$ cat src/cia_pkg.sv
// Shared types, codes and helper functions for the complex interface adapter.
package cia_pkg;

  typedef enum logic [2:0] {
    CMD_READ     = 3'd0,
    CMD_WRITE    = 3'd1,
    CMD_SYS_TICK = 3'd2,
    CMD_TOD_TICK = 3'd3,
    CMD_CNT      = 3'd4,
    CMD_SP       = 3'd5,
    CMD_FLAG     = 3'd6,
    CMD_NOP      = 3'd7
  } cmd_t;

  localparam logic [3:0] REG_PRA   = 4'd0;
  localparam logic [3:0] REG_PRB   = 4'd1;
  localparam logic [3:0] REG_DDRA  = 4'd2;
  localparam logic [3:0] REG_DDRB  = 4'd3;
  localparam logic [3:0] REG_TALO  = 4'd4;
  localparam logic [3:0] REG_TAHI  = 4'd5;
  localparam logic [3:0] REG_TBLO  = 4'd6;
  localparam logic [3:0] REG_TBHI  = 4'd7;
  localparam logic [3:0] REG_TOD0  = 4'd8;
  localparam logic [3:0] REG_TOD1  = 4'd9;
  localparam logic [3:0] REG_TOD2  = 4'd10;
  localparam logic [3:0] REG_TOD3  = 4'd11;
  localparam logic [3:0] REG_SDR   = 4'd12;
  localparam logic [3:0] REG_ICR   = 4'd13;
  localparam logic [3:0] REG_CRA   = 4'd14;
  localparam logic [3:0] REG_CRB   = 4'd15;

  localparam logic [1:0] CFG_VARIANT = 2'd0;
  localparam logic [1:0] CFG_MASK_A  = 2'd1;
  localparam logic [1:0] CFG_MASK_B  = 2'd2;
  localparam logic [1:0] CFG_DDR_PRF = 2'd3;

  typedef struct packed {
    logic [2:0] command;
    logic [3:0] reg_addr;
    logic [7:0] bus_data;
    logic [7:0] port_a_pins;
    logic [7:0] port_b_pins;
  } item_t;

  typedef struct packed {
    logic [7:0] read_data;
    logic       irq_line;
    logic [7:0] port_a_drive;
    logic [7:0] port_b_drive;
    logic       serial_out;
    logic       count_pin;
  } result_t;

  function automatic logic [7:0] bcd_inc(input logic [7:0] v);
    logic [7:0] r;
    r = v + 8'd1;
    if (r[3:0] >= 4'ha) r = r + 8'd6;
    return r;
  endfunction

  // One tenth-second step of the BCD clock with the 12-hour wrap rules.
  function automatic logic [31:0] tod_bcd_next(input logic [31:0] t, input logic sec50);
    logic [7:0] sub;
    logic [7:0] sec;
    logic [7:0] mins;
    logic [7:0] hr;
    sub  = bcd_inc(t[7:0]);
    sec  = t[15:8];
    mins = t[23:16];
    hr   = t[31:24];
    if (sub >= 8'h10) begin
      sub = 8'h00;
      sec = bcd_inc(sec);
      if (sec >= (sec50 ? 8'h50 : 8'h60)) begin
        sec  = 8'h00;
        mins = bcd_inc(mins);
        if (mins >= 8'h60) begin
          mins = 8'h00;
          if (hr == 8'h91) hr = 8'h00;
          else if (hr == 8'h89) hr = 8'h90;
          else if (hr == 8'h11) hr = 8'h80;
          else if (hr == 8'h09) hr = 8'h10;
          else hr = hr + 8'd1;
        end
      end
    end
    return {hr, mins, sec, sub};
  endfunction

endpackage

$ cat src/cia_core.sv
// Register file, timers, time-of-day clock, serial shifter and interrupt logic.
module cia_core (
  input  logic            clk,
  input  logic            rst,
  input  logic            go,
  input  cia_pkg::item_t  item,
  input  logic            cfg_we,
  input  logic [1:0]      cfg_index,
  input  logic [7:0]      cfg_data,
  output cia_pkg::result_t result
);
  import cia_pkg::*;

  logic        variant;
  logic [7:0]  mask_a;
  logic [7:0]  mask_b;

  logic [7:0]  latch [2];
  logic [7:0]  sampled [2];
  logic [7:0]  driven [2];
  logic [7:0]  dir [2];
  logic [15:0] reload [2];
  logic [15:0] count [2];
  logic [7:0]  ctl [2];
  logic [31:0] tod;
  logic [31:0] snap;
  logic        held;
  logic        running;
  logic [23:0] alarm;
  logic [6:0]  ien;
  logic [6:0]  ist;
  logic        sloaded;
  logic [7:0]  sdr;
  logic        sline;
  logic        cline;
  logic [3:0]  scount;
  logic [7:0]  sreg;

  logic [7:0]  latch_next [2];
  logic [7:0]  sampled_next [2];
  logic [7:0]  driven_next [2];
  logic [7:0]  dir_next [2];
  logic [15:0] reload_next [2];
  logic [15:0] count_next [2];
  logic [7:0]  ctl_next [2];
  logic [31:0] tod_next;
  logic [31:0] snap_next;
  logic        held_next;
  logic        running_next;
  logic [23:0] alarm_next;
  logic [6:0]  ien_next;
  logic [6:0]  ist_next;
  logic        sloaded_next;
  logic [7:0]  sdr_next;
  logic        sline_next;
  logic        cline_next;
  logic [3:0]  scount_next;
  logic [7:0]  sreg_next;
  logic [7:0]  rd;

  always_comb begin
    logic       p;
    logic       bump_a;
    logic       bump_b;
    logic       a_uf;
    logic       rising;
    logic [7:0] d;
    logic [31:0] tsel;
    logic [31:0] tnew;
    cmd_t       cmd;
    latch_next   = latch;
    sampled_next = sampled;
    driven_next  = driven;
    dir_next     = dir;
    reload_next  = reload;
    count_next   = count;
    ctl_next     = ctl;
    tod_next     = tod;
    snap_next    = snap;
    held_next    = held;
    running_next = running;
    alarm_next   = alarm;
    ien_next     = ien;
    ist_next     = ist;
    sloaded_next = sloaded;
    sdr_next     = sdr;
    sline_next   = sline;
    cline_next   = cline;
    scount_next  = scount;
    sreg_next    = sreg;
    rd           = 8'h00;
    p            = item.reg_addr[0];
    bump_a       = 1'b0;
    bump_b       = 1'b0;
    rising       = 1'b0;
    d            = 8'h00;
    tsel         = 32'h0;
    tnew         = 32'h0;
    cmd          = cmd_t'(item.command);

    unique case (cmd)
      CMD_READ: begin
        unique case (item.reg_addr)
          REG_PRA, REG_PRB: begin
            d = ((p ? item.port_b_pins : item.port_a_pins) & ~dir[p]) | (latch[p] & dir[p]);
            d = d & (p ? mask_b : mask_a);
            sampled_next[p] = d;
            if (p) begin
              if (ctl[0][1]) d[6] = (count[0] != 16'h0);
              if (ctl[1][1]) d[7] = (count[1] != 16'h0);
            end
          end
          REG_DDRA, REG_DDRB: d = dir[p];
          REG_TALO: d = count[0][7:0];
          REG_TAHI: d = count[0][15:8];
          REG_TBLO: d = count[1][7:0];
          REG_TBHI: d = count[1][15:8];
          REG_TOD0, REG_TOD1, REG_TOD2, REG_TOD3: begin
            if (item.reg_addr == REG_TOD2) begin
              snap_next = tod;
              held_next = 1'b1;
            end else if (item.reg_addr == REG_TOD0) begin
              held_next = 1'b0;
            end
            tsel = held_next ? snap_next : tod;
            d = tsel[8*item.reg_addr[1:0] +: 8];
          end
          REG_SDR: d = sdr;
          REG_ICR: begin
            d = {|ist, ist};
            ist_next = 7'h0;
          end
          REG_CRA, REG_CRB: d = ctl[p];
          default: d = 8'h00;
        endcase
        rd = d;
      end
      CMD_WRITE: begin
        d = item.bus_data;
        unique case (item.reg_addr)
          REG_PRA, REG_PRB: begin
            latch_next[p]  = d;
            driven_next[p] = (d & dir[p]) | (sampled[p] & ~dir[p]);
          end
          REG_DDRA, REG_DDRB: dir_next[p] = d;
          REG_TALO: reload_next[0][7:0] = d;
          REG_TBLO: reload_next[1][7:0] = d;
          REG_TAHI, REG_TBHI: begin
            reload_next[item.reg_addr[1]][15:8] = d;
            if (ctl[item.reg_addr[1]][3]) begin
              ctl_next[item.reg_addr[1]][0] = 1'b1;
              count_next[item.reg_addr[1]]  = reload_next[item.reg_addr[1]];
            end else if (!ctl[item.reg_addr[1]][0]) begin
              count_next[item.reg_addr[1]]  = reload_next[item.reg_addr[1]];
            end
          end
          REG_TOD0, REG_TOD1, REG_TOD2: begin
            if (ctl[1][7]) begin
              alarm_next[8*item.reg_addr[1:0] +: 8] = d;
            end else begin
              tod_next[8*item.reg_addr[1:0] +: 8] = d;
              running_next = (item.reg_addr == REG_TOD0);
            end
          end
          REG_TOD3: ;
          REG_SDR: begin
            sdr_next = d;
            if (ctl[0][6]) sloaded_next = 1'b1;
          end
          REG_ICR: begin
            if (d[7]) ien_next = ien | d[6:0];
            else ien_next = ien & ~d[6:0];
          end
          REG_CRA, REG_CRB: begin
            ctl_next[p] = d & 8'hef;
            if (d[4]) count_next[p] = reload[p];
          end
          default: ;
        endcase
      end
      CMD_SYS_TICK: begin
        bump_a = (ctl[0] & 8'h21) == 8'h01;
        bump_b = (ctl[1] & 8'h61) == 8'h01;
      end
      CMD_TOD_TICK: begin
        if (running) begin
          tnew = variant ? {8'h00, tod[23:0] + 24'd1} : tod_bcd_next(tod, ctl[0][7]);
          tod_next = tnew;
          if (tnew == {8'h00, alarm}) ist_next[2] = 1'b1;
        end
      end
      CMD_CNT: begin
        rising = !cline && item.bus_data[0];
        bump_a = rising && ((ctl[0] & 8'h21) == 8'h21);
        bump_b = rising && ((ctl[1] & 8'h61) == 8'h21);
      end
      CMD_SP: sline_next = item.bus_data[0];
      CMD_FLAG: ist_next[4] = 1'b1;
      default: ;
    endcase

    // Timer A, with its cascade into timer B and the serial output clock.
    a_uf = bump_a && (count[0] == 16'h0);
    if (bump_a) begin
      if (a_uf) begin
        ist_next[0] = 1'b1;
        if (ctl[0][3]) ctl_next[0][0] = 1'b0;
        count_next[0] = reload[0];
      end else begin
        count_next[0] = count[0] - 16'd1;
      end
    end
    if (a_uf && ((ctl[1] & 8'h41) == 8'h41) && (cline || !ctl[1][5])) bump_b = 1'b1;
    if (bump_b) begin
      if (count[1] == 16'h0) begin
        ist_next[1] = 1'b1;
        if (ctl[1][3]) ctl_next[1][0] = 1'b0;
        count_next[1] = reload[1];
      end else begin
        count_next[1] = count[1] - 16'd1;
      end
    end
    if (a_uf && ctl[0][6] && (scount != 4'd0 || sloaded)) begin
      if (cline) begin
        sreg_next = sreg;
        if (scount == 4'd0) begin
          sloaded_next = 1'b0;
          sreg_next    = sdr;
        end
        sline_next  = sreg_next[7];
        scount_next = scount + 4'd1;
        sreg_next   = {sreg_next[6:0], 1'b0};
        cline_next  = 1'b0;
      end else begin
        cline_next = 1'b1;
        if (scount == 4'd8) begin
          scount_next = 4'd0;
          ist_next[3] = 1'b1;
        end
      end
    end

    // Serial input is clocked on the rising CNT edge.
    if (cmd == CMD_CNT) begin
      if (rising && !ctl[0][6]) begin
        sreg_next   = {sreg[6:0], sline};
        scount_next = scount + 4'd1;
        if (scount_next == 4'd8) begin
          sdr_next    = sreg_next;
          sreg_next   = 8'h00;
          scount_next = 4'd0;
          ist_next[3] = 1'b1;
        end
      end
      cline_next = item.bus_data[0];
    end
  end

  always_ff @(posedge clk) begin
    if (rst) begin
      variant <= 1'b0;
      mask_a  <= 8'hff;
      mask_b  <= 8'hff;
      for (int i = 0; i < 2; i++) begin
        latch[i]   <= 8'h00;
        sampled[i] <= 8'h00;
        driven[i]  <= 8'h00;
        dir[i]     <= 8'hff;
        reload[i]  <= 16'hffff;
        count[i]   <= 16'h0000;
        ctl[i]     <= 8'h00;
      end
      tod     <= 32'h0;
      snap    <= 32'h0;
      held    <= 1'b0;
      running <= 1'b1;
      alarm   <= 24'h0;
      ien     <= 7'h0;
      ist     <= 7'h0;
      sloaded <= 1'b0;
      sdr     <= 8'h00;
      sline   <= 1'b0;
      cline   <= 1'b0;
      scount  <= 4'd0;
      sreg    <= 8'h00;
    end else if (go) begin
      latch   <= latch_next;
      sampled <= sampled_next;
      driven  <= driven_next;
      dir     <= dir_next;
      reload  <= reload_next;
      count   <= count_next;
      ctl     <= ctl_next;
      tod     <= tod_next;
      snap    <= snap_next;
      held    <= held_next;
      running <= running_next;
      alarm   <= alarm_next;
      ien     <= ien_next;
      ist     <= ist_next;
      sloaded <= sloaded_next;
      sdr     <= sdr_next;
      sline   <= sline_next;
      cline   <= cline_next;
      scount  <= scount_next;
      sreg    <= sreg_next;
    end else if (cfg_we) begin
      unique case (cfg_index)
        CFG_VARIANT: variant <= cfg_data[0];
        CFG_MASK_A:  mask_a  <= cfg_data;
        CFG_MASK_B:  mask_b  <= cfg_data;
        CFG_DDR_PRF: begin
          // The profile only matters at the moment it is written.
          dir[0] <= cfg_data[0] ? 8'hff : 8'h03;
          dir[1] <= cfg_data[0] ? 8'hff : 8'h00;
        end
        default: ;
      endcase
    end
  end

  assign result.read_data    = rd;
  assign result.irq_line     = |(ist_next & ien_next);
  assign result.port_a_drive = driven_next[0];
  assign result.port_b_drive = driven_next[1];
  assign result.serial_out   = sline_next;
  assign result.count_pin    = cline_next;

endmodule

$ cat src/complex_interface_adapter.sv
// Top level of the complex interface adapter: input register, core and result register.
// Usage: each transfer on the input channel (in_valid high, in_stall low) carries one
// command: bus read, bus write, system tick, time-of-day tick, CNT level, SP level,
// FLAG pulse or no-op. Every command yields exactly one result transfer on the output channel
// with the read data (zero for non-reads), the interrupt line and the pin levels.
// Each item is captured in the input register; the core then updates all state and
// loads the result register with its result once that register can take it.
// Throughput is one item per cycle unless the receiver stalls; it is set by the core's
// state update, as each command depends on the state left by the one before it.
// While the receiver stalls, the result register holds its transfer and the input
// register holds one more item; in_stall rises only when both are full.
// Configuration writes on the cfg channel are always ready; the user must issue them
// only while no item is in flight, as the block itself does not enforce this.
// Synchronous reset empties both registers and puts all adapter state in its power-on
// values: directions 0xff, timer latches 0xffff, clock running, interrupts cleared.
module complex_interface_adapter (
  input  logic       clk,
  input  logic       rst,
  input  logic       in_valid,
  output logic       in_stall,
  input  logic [2:0] command,
  input  logic [3:0] reg_addr,
  input  logic [7:0] bus_data,
  input  logic [7:0] port_a_pins,
  input  logic [7:0] port_b_pins,
  output logic       out_valid,
  input  logic       out_stall,
  output logic [7:0] read_data,
  output logic       irq_line,
  output logic [7:0] port_a_drive,
  output logic [7:0] port_b_drive,
  output logic       serial_out,
  output logic       count_pin,
  input  logic       cfg_valid,
  output logic       cfg_ready,
  input  logic [1:0] cfg_index,
  input  logic [7:0] cfg_data
);
  import cia_pkg::*;

  logic    item_valid;
  item_t   item;
  logic    adv;
  result_t res_next;
  result_t res;

  assign adv       = item_valid && (!out_valid || !out_stall);
  assign in_stall  = item_valid && !adv;
  assign cfg_ready = 1'b1;

  cia_core u_core (
    .clk       (clk),
    .rst       (rst),
    .go        (adv),
    .item      (item),
    .cfg_we    (cfg_valid && cfg_ready),
    .cfg_index (cfg_index),
    .cfg_data  (cfg_data),
    .result    (res_next)
  );

  always_ff @(posedge clk) begin
    if (rst) begin
      item_valid <= 1'b0;
      out_valid  <= 1'b0;
    end else begin
      if (in_valid && !in_stall) begin
        item_valid <= 1'b1;
        item       <= '{command: command, reg_addr: reg_addr, bus_data: bus_data,
                        port_a_pins: port_a_pins, port_b_pins: port_b_pins};
      end else if (adv) begin
        item_valid <= 1'b0;
      end
      if (adv) begin
        out_valid <= 1'b1;
        res       <= res_next;
      end else if (!out_stall) begin
        out_valid <= 1'b0;
      end
    end
  end

  assign read_data    = res.read_data;
  assign irq_line     = res.irq_line;
  assign port_a_drive = res.port_a_drive;
  assign port_b_drive = res.port_b_drive;
  assign serial_out   = res.serial_out;
  assign count_pin    = res.count_pin;

  a_stall_needs_full: assert property (@(posedge clk) disable iff (rst)
    in_stall |-> (out_valid && out_stall))
    else $error("input stalled while the result register could drain");

  a_result_held: assert property (@(posedge clk) disable iff (rst)
    (out_valid && out_stall) |=> out_valid)
    else $error("stalled result transfer was dropped");

  a_item_processed: assert property (@(posedge clk) disable iff (rst)
    (item_valid && !out_valid) |=> out_valid)
    else $error("pending item did not reach the result register");

endmodule

$ cat config.mk
export PLATFORM = sky130hd
export DESIGN_NAME = complex_interface_adapter
export DESIGN_NICKNAME = d
export VERILOG_FILES = /design/src/cia_pkg.sv /design/src/cia_core.sv /design/src/complex_interface_adapter.sv
export SDC_FILE = /design/constraint.sdc
export NUM_CORES = 1
export LEC_CHECK = 0
export BUFFER_PORTS_ARGS = -buffer_cell sky130_fd_sc_hd__buf_2
export CAP_MARGIN = 20
export CORE_MARGIN = 5
export CORE_UTILIZATION = 40
export DETAILED_ROUTE_END_ITERATION = 6
export GPL_TIMING_DRIVEN = 0
export PLACE_DENSITY = 0.59
export SLEW_MARGIN = 20
export SYNTH_ARGS = -nofsm -noshare
export SYNTH_HDL_FRONTEND = slang
export SYNTH_SLANG_ARGS = --single-unit
$ cat constraint.sdc
create_clock -name clk -period 4.65 [get_ports clk]
set_input_delay 0.2325 -clock clk [delete_from_list [all_inputs] [get_ports clk]]
set_output_delay 0.2325 -clock clk [all_outputs]
set_load 0.01 [all_outputs]
Word-level counts from Yosys, hierarchy flattened:

Index checks and enable logic that the tools add are counted.

* add/subtract/negate cells: 12
* reductions and logical operators: 70
* eq/ne operators: 47
* order comparisons: 10
* shift-type cells: 5
* muxes and demuxes: 181
* bitwise operators: 18

Operators with widths (number)
* $mux 8: 61
* $mux 32: 12
* $mux 16: 21
* $bwmux 32: 4
* $pmux 32 s2: 2
* $bwmux 16: 5
* $pmux 8 s10: 1
* $demux 16 s1: 3
* $mux 1: 44
* $and 8x8->8: 5
* $eq 4x4->1 const B: 10
* $mux 4: 9
* $neg 5->34: 1
* $shift 8x34->24 const A: 1
* $shift 8x34->32 const A: 1
* $shiftx 8x34->24: 1
* $shiftx 8x34->32: 1
* $add 8x1->8 const B: 4
* $eq 32x24->1: 1
* $logic_not 16->1: 2
* $pmux 16 s2: 1
* $pmux 8 s2: 2
* $reduce_bool 16->1: 2
* $shiftx 32x6->8: 1
* other kinds (57): 148

* output and inout port bits: 30
* input bits: 46
* register bits after elaboration: 348
* word-level logic and storage cells: 390

Longest topological paths before layout:

* word-level depth: 27
* depth in mapped cells: 20
* depth with buffers taken out: 17

Hierarchy:

Synthesis repeated with hierarchy kept, for this count alone.

* cells, all modules: 2481
* area, all modules: 20073.0 um^2

Modules (own cells, without submodules)
* cia_core: instances 1, seq. area each 5765.5 um^2, area an instance 18217.5 um^2, cells an instance 2411
* complex_interface_adapter: instances 1, seq. area each 1781.7 um^2, area an instance 1855.5 um^2, cells an instance 70

Worst setup path after synthesis:

No wires, ideal clock.

* path type: reg-to-reg
* start: reg u_core.tod[8]
* end: reg res, in the netlist irq_line (data pin)
* data required time: 4.379 ns
* clock period less this slack: 4.306 ns
* data arrival time: 4.035 ns
* setup time: 0.271 ns
* cell stages (with the launch flop): 20
* setup slack: 0.344 ns
* cells stage by stage: dfxtp_1 ha_1 buf_4 xnor2_1 ha_1 nand2_1 a31oi_1 o21ai_1 xor2_1 ha_1 nand3_1 o21a_1 o32a_1 buf_6 or3_4 or4_1 a31oi_1 nor4_1 nand4_1 o21ai_1

RTL lines
* from (decl): line cia_core.sv:25 `logic [31:0] tod;`
* from (signal assigned): line cia_core.sv:294 `tod <= tod_next;`
* to (signal assigned): line complex_interface_adapter.sv:76 `res <= res_next;`
* to (decl): line complex_interface_adapter.sv:45 `result_t res;`

Worst setup path in the final report:

* start: reg, netlist name item[25]
* end: reg u_core.count[12] (netlist name)

* word-level cells in the longest chain between the ends: 15
* elaborated cells on any way between the ends: 31

RTL lines
* $not 1->2 (not written as such)
* $ge 2x2->1 (not written as such) or $lt 2x1->1 (tied branches): line cia_core.sv:149, cia_core.sv:152, cia_core.sv:154
* $logic_and 1x1->1 (not written as such): line cia_core.sv:149, cia_core.sv:152, cia_core.sv:154
* $mux 16 (not written as such): line cia_core.sv:149 `reload_next[item.reg_addr[1]][15:8] = d;`
* $demux 16 s1: line cia_core.sv:149
* $bwmux 32: line cia_core.sv:149
* $mux 16 (not written as such) (3 in a row): line cia_core.sv:152, cia_core.sv:154
* $bwmux 32: line cia_core.sv:152, cia_core.sv:154
* $mux 32: line cia_core.sv:153 `end else if (!ctl[item.reg_addr[1]][0]) begin`
* $mux 32: line cia_core.sv:150 `if (ctl[item.reg_addr[1]][3]) begin`
* $pmux 32 s2: line cia_core.sv:140 `unique case (item.reg_addr)`
* $mux 32: line cia_core.sv:101 `unique case (cmd)`
* $mux 16: line cia_core.sv:214 `if (bump_b) begin`
* to (signal assigned): line cia_core.sv:292 `count <= count_next;`
* to (decl): line cia_core.sv:23 `logic [15:0] count [2];`

Parallel ways exist; a longest one is shown, timed or not. The select of a mux whose other input is x is not followed.
A chain may end at the register's enable or synchronous reset.

==> flow_results.xml <==
<?xml version="1.0" encoding="UTF-8"?>
<metrics>
  <group name="outcome">
    <metric name="outcome" unit="">complete, but fails checks</metric>
    <metric name="failed_checks" unit="">design-rule violations</metric>
  </group>
  <group name="worst_hold_path">
    <metric name="timing.hold.worst.class" unit="">in2reg</metric>
    <metric name="hold_depth" unit="">3</metric>
  </group>
  <group name="power">
    <metric name="leakagePower" unit="nW">8.17</metric>
    <metric name="power.density" unit="nW/um^2">307</metric>
    <metric name="max-vdd-ir-drop" unit="mV">0.290</metric>
  </group>
  <group name="cts">
    <metric name="clock_insertion_delay_worst_skew" unit="ns">0.59</metric>
    <metric name="clock_sink_count" unit="">348</metric>
    <metric name="cts_max_level" unit="">2</metric>
    <metric name="ctsRootBufferMaster" unit="">clkbuf_16</metric>
    <metric name="tritoncts_clock_tree" unit="">done</metric>
    <metric name="clk_pin_slew_worst_paths" unit="ns">0.06</metric>
    <metric name="longest_clk_path_bufs" unit="">3</metric>
    <metric name="cts_buffers" unit="">41</metric>
  </group>
  <group name="global_routing">
    <metric name="global_route.peak_usage_layer" unit="">met2</metric>
    <metric name="overflow" unit="">0</metric>
    <metric name="grt_util_met1" unit="">0.438</metric>
    <metric name="number_of_global_route_vias_before_repair" unit="">18562</metric>
    <metric name="grt.met2_usage" unit="">0.444</metric>
    <metric name="groute.usage.overall" unit="">0.299</metric>
    <metric name="grt_util_met3" unit="">0.0584</metric>
    <metric name="grt_start_max_net_pins" unit="">18</metric>
    <metric name="antenna_found_initial" unit="">4</metric>
    <metric name="grt_first_pass_wirelength" unit="mm">121</metric>
  </group>
  <group name="layout">
    <metric name="final_layout_size_suffix_gt1_frac" unit="">0.117</metric>
    <metric name="layout_common_cells" unit="">nor2_1, nand2_1, dfxtp_1</metric>
    <metric name="layout.cells.most_common" unit="">nor2_1</metric>
    <metric name="final_util" unit="">0.470</metric>
    <metric name="fin_nets" unit="">2625</metric>
    <metric name="flow.area_growth_from_synthesis" unit="%">16.9</metric>
  </group>
  <group name="timing">
    <metric name="timing.final.crit_share" unit="">0.990</metric>
    <metric name="tightestPinTransition" unit="ns">1.28</metric>
    <metric name="worst_slew_margin_rel" unit="">0.149</metric>
    <metric name="timing.fmax" unit="GHz">0.217</metric>
    <metric name="hold_viol_final" unit="">0</metric>
    <metric name="fin_ws" unit="ns">0.0449</metric>
    <metric name="finalCriticalPeriod" unit="ns">4.61</metric>
    <metric name="fin_worst_skew" unit="ns">0.0170</metric>
    <metric name="post_route_setup_tns" unit="ns">0</metric>
    <metric name="max_slew_violations" unit="">0</metric>
    <metric name="report.final.setup_viol" unit="">0</metric>
  </group>
  <group name="run">
    <metric name="max-cap-violations" unit="">0</metric>
  </group>
  <group name="logic_synthesis">
    <metric name="yosysWarningCount" unit="">0</metric>
    <metric name="synth_area" unit="um^2">19500</metric>
    <metric name="synth_edf_count" unit="">58</metric>
    <metric name="average_cell_area_after_synthesis" unit="um^2">8.19</metric>
    <metric name="post_synth_inst_count" unit="">2386</metric>
    <metric name="synth-main-ff-cell" unit="">dfxtp_1</metric>
    <metric name="synth.net_count" unit="">2453</metric>
    <metric name="seq_area_frac_synth" unit="">0.386</metric>
    <metric name="post_synthesis_sequential_element_count" unit="">348</metric>
    <metric name="synthDistinctLibCells" unit="">93</metric>
    <metric name="synthArstFlopShare" unit="">0</metric>
  </group>
  <group name="worst_setup_path">
    <metric name="path_type_of_the_worst_setup_path" unit="">reg2reg</metric>
    <metric name="crit_path_end_kind" unit="">flip-flop</metric>
    <metric name="timing.critical_path.from_type" unit="">flip-flop</metric>
    <metric name="worst-endpoint-arrival" unit="ns">5.04</metric>
    <metric name="worst_ep_required_time" unit="ns">5.08</metric>
    <metric name="worstPathMaxFanout" unit="">11</metric>
    <metric name="r2r.worst_path.cells" unit="">14</metric>
  </group>
  <group name="floorplan">
    <metric name="start_util" unit="">0.402</metric>
    <metric name="core_area" unit="um^2">48600</metric>
    <metric name="row_count" unit="">81</metric>
    <metric name="chipHeight" unit="um">231</metric>
    <metric name="die_width" unit="um">231</metric>
    <metric name="floorplan.die_area" unit="um^2">53400</metric>
    <metric name="boundaryPins" unit="">76</metric>
  </group>
  <group name="detailed_routing">
    <metric name="drt_iter0_drc" unit="">2346</metric>
    <metric name="drc" unit="">14</metric>
    <metric name="avgViaCountPerCell" unit="">6.29</metric>
    <metric name="routed_wirelength" unit="mm">83.7</metric>
    <metric name="detailedRoute.firstPassIterationCount" unit="">7</metric>
    <metric name="drt-wirelength-per-cell" unit="um">26.0</metric>
    <metric name="antenna_violating_nets_post_route" unit="">0</metric>
    <metric name="detailroute.via_count" unit="">20223</metric>
  </group>
  <group name="placement">
    <metric name="final_weighted_congestion_in_routability_driven_placement" unit="">1.05</metric>
    <metric name="dpl_worst_slack" unit="ns">-2.21</metric>
    <metric name="hpwl" unit="mm">62.0</metric>
    <metric name="io_buffers" unit="">74</metric>
  </group>
</metrics>
-- worst paths after layout --
check	slack, ns	startpoint	to
setup reg to reg	0.04	item[25]$_DFFE_PP_	u_core.count[12]$_SDFFE_PP0P_
setup / recovery	0.04	item[25]$_DFFE_PP_	u_core.count[12]$_SDFFE_PP0P_
hold reg to reg	0.46	u_core.snap[16]$_SDFFE_PP0P_	u_core.snap[16]$_SDFFE_PP0P_
hold / removal	0.06	rst	u_core.ist[2]$_SDFFE_PP0P_
-- critical path, cell delays in order, from the launching register on --
cell,delay (ns)
edfxtp_1,0.67
clkbuf_2,0.39
clkinv_2,0.29
clkbuf_2,0.36
ha_1,0.27
clkbuf_1,0.28
and2_2,0.36
or2_2,0.31
o21ai_1,0.31
nor3_2,0.13
a21oi_1,0.29
nor2_1,0.12
clkbuf_1,0.33
a22oi_1,0.25
nor2_1,0.05
-- sequential cells by signal, summed over array words and instances (netlist names), 7 cells and up, named ones only --
signal and flops:
u_core.ist 7, u_core.alarm 24, port_a_drive 8, u_core.sdr 8, u_core.driven 16, u_core.latch 16, u_core.reload 16, u_core.ien 7
u_core.sampled 16, u_core.ctl 16, u_core.sreg 8, item 31, u_core.snap 32, u_core.count 32, read_data 8, u_core.tod 32
u_core.mask_a 8, u_core.dir 16, port_b_drive 8, u_core.mask_b 8
-- cell type report --
cell class,count,area [um^2]
flip-flops and latches,348,7550
diodes,2,5.00
inverters,37,145
well taps,622,778
fillers,4765,25800
repair buffers,132,946
plain buffers,186,767
clock buffers,53,1090
multi-input cells,1812,11300
clock inverters,23,225
-- logic make-up after synthesis --
family,share of synthesized area
flip-flops,0.386
AND/OR/NAND/NOR,0.241
multiplexers,0.0809
other,0.000192
adder cells (fa/ha/maj),0.0135
buffers and inverters,0.0453
XOR/XNOR,0.0227
AO/OA/AOI/OAI,0.210
-- stage by stage --
step | cells | hold slack (ns) | instance area, um^2 | total power [mW]
after floorplan | 2386 | 0.331 | 19500 | 3.52
after global placement | 3082 | 0.410 | 20700 | 3.77
after detailed placement | 3087 | 0.411 | 20800 | 3.78
after CTS | 3207 | 0.0322 | 22700 | 7.01
after global routing | 3213 | 0.0660 | 22800 | 7.18
final | 3215 | 0.0589 | 22800 | 7.01
-- where the power goes --
part           switching, mW  internal, mW  leakage (nW)
clock network           1.39          1.85         0.637
registers             0.0443          3.11          2.89
logic                  0.422         0.189          4.64
-- metal layers --
| metal | vias up | share of wire |
|---|---|---|
| met5 | - | 0.00011 |
| met4 | 2 | 0.031 |
| met3 | 162 | 0.097 |
| met2 | 1083 | 0.43 |
| met1 | 9919 | 0.45 |
| li1 | 9057 | - |
-- timing repair --
action                     in CTS  in global routing
setup endpoints to repair     261                 96
hold buffers                   41                  0
pin swaps                       7                  8
hold endpoints to repair       49                  0
gates resized for setup        46                 35
setup buffers                   5                  6
-- synth_stat cells (14+ instances only) --
| cell | count | area share |
|---|---|---|
| inv_1 | 33 | 0.0063 |
| o22ai_1 | 21 | 0.0067 |
| o21ai_0 | 91 | 0.023 |
| o211ai_1 | 16 | 0.0061 |
| nand2_1 | 297 | 0.057 |
| nor2b_1 | 37 | 0.012 |
| nand2b_1 | 25 | 0.0080 |
| and2_1 | 15 | 0.0048 |
| nand3_1 | 65 | 0.017 |
| dfxtp_1 | 290 | 0.30 |
| mux4_2 | 16 | 0.018 |
| nand3b_1 | 31 | 0.012 |
| nor4_1 | 16 | 0.0051 |
| a22oi_1 | 38 | 0.015 |
| a32oi_1 | 14 | 0.0063 |
| a221oi_1 | 20 | 0.0090 |
| a31oi_1 | 30 | 0.0096 |
| a21oi_1 | 154 | 0.039 |
| a211o_1 | 32 | 0.014 |
| o221ai_1 | 15 | 0.0067 |
| xnor2_1 | 27 | 0.012 |
| and3_1 | 25 | 0.0080 |
| nor2_1 | 316 | 0.061 |
| mux2i_1 | 87 | 0.045 |
| clkbuf_1 | 165 | 0.032 |
| mux2_2 | 31 | 0.018 |
| edfxtp_1 | 58 | 0.089 |
| nand4_1 | 15 | 0.0048 |
| ha_1 | 21 | 0.013 |
| nor3_1 | 86 | 0.022 |
| xor2_1 | 20 | 0.0090 |
| a211oi_1 | 57 | 0.022 |
Power figures use the tool's default switching activity.
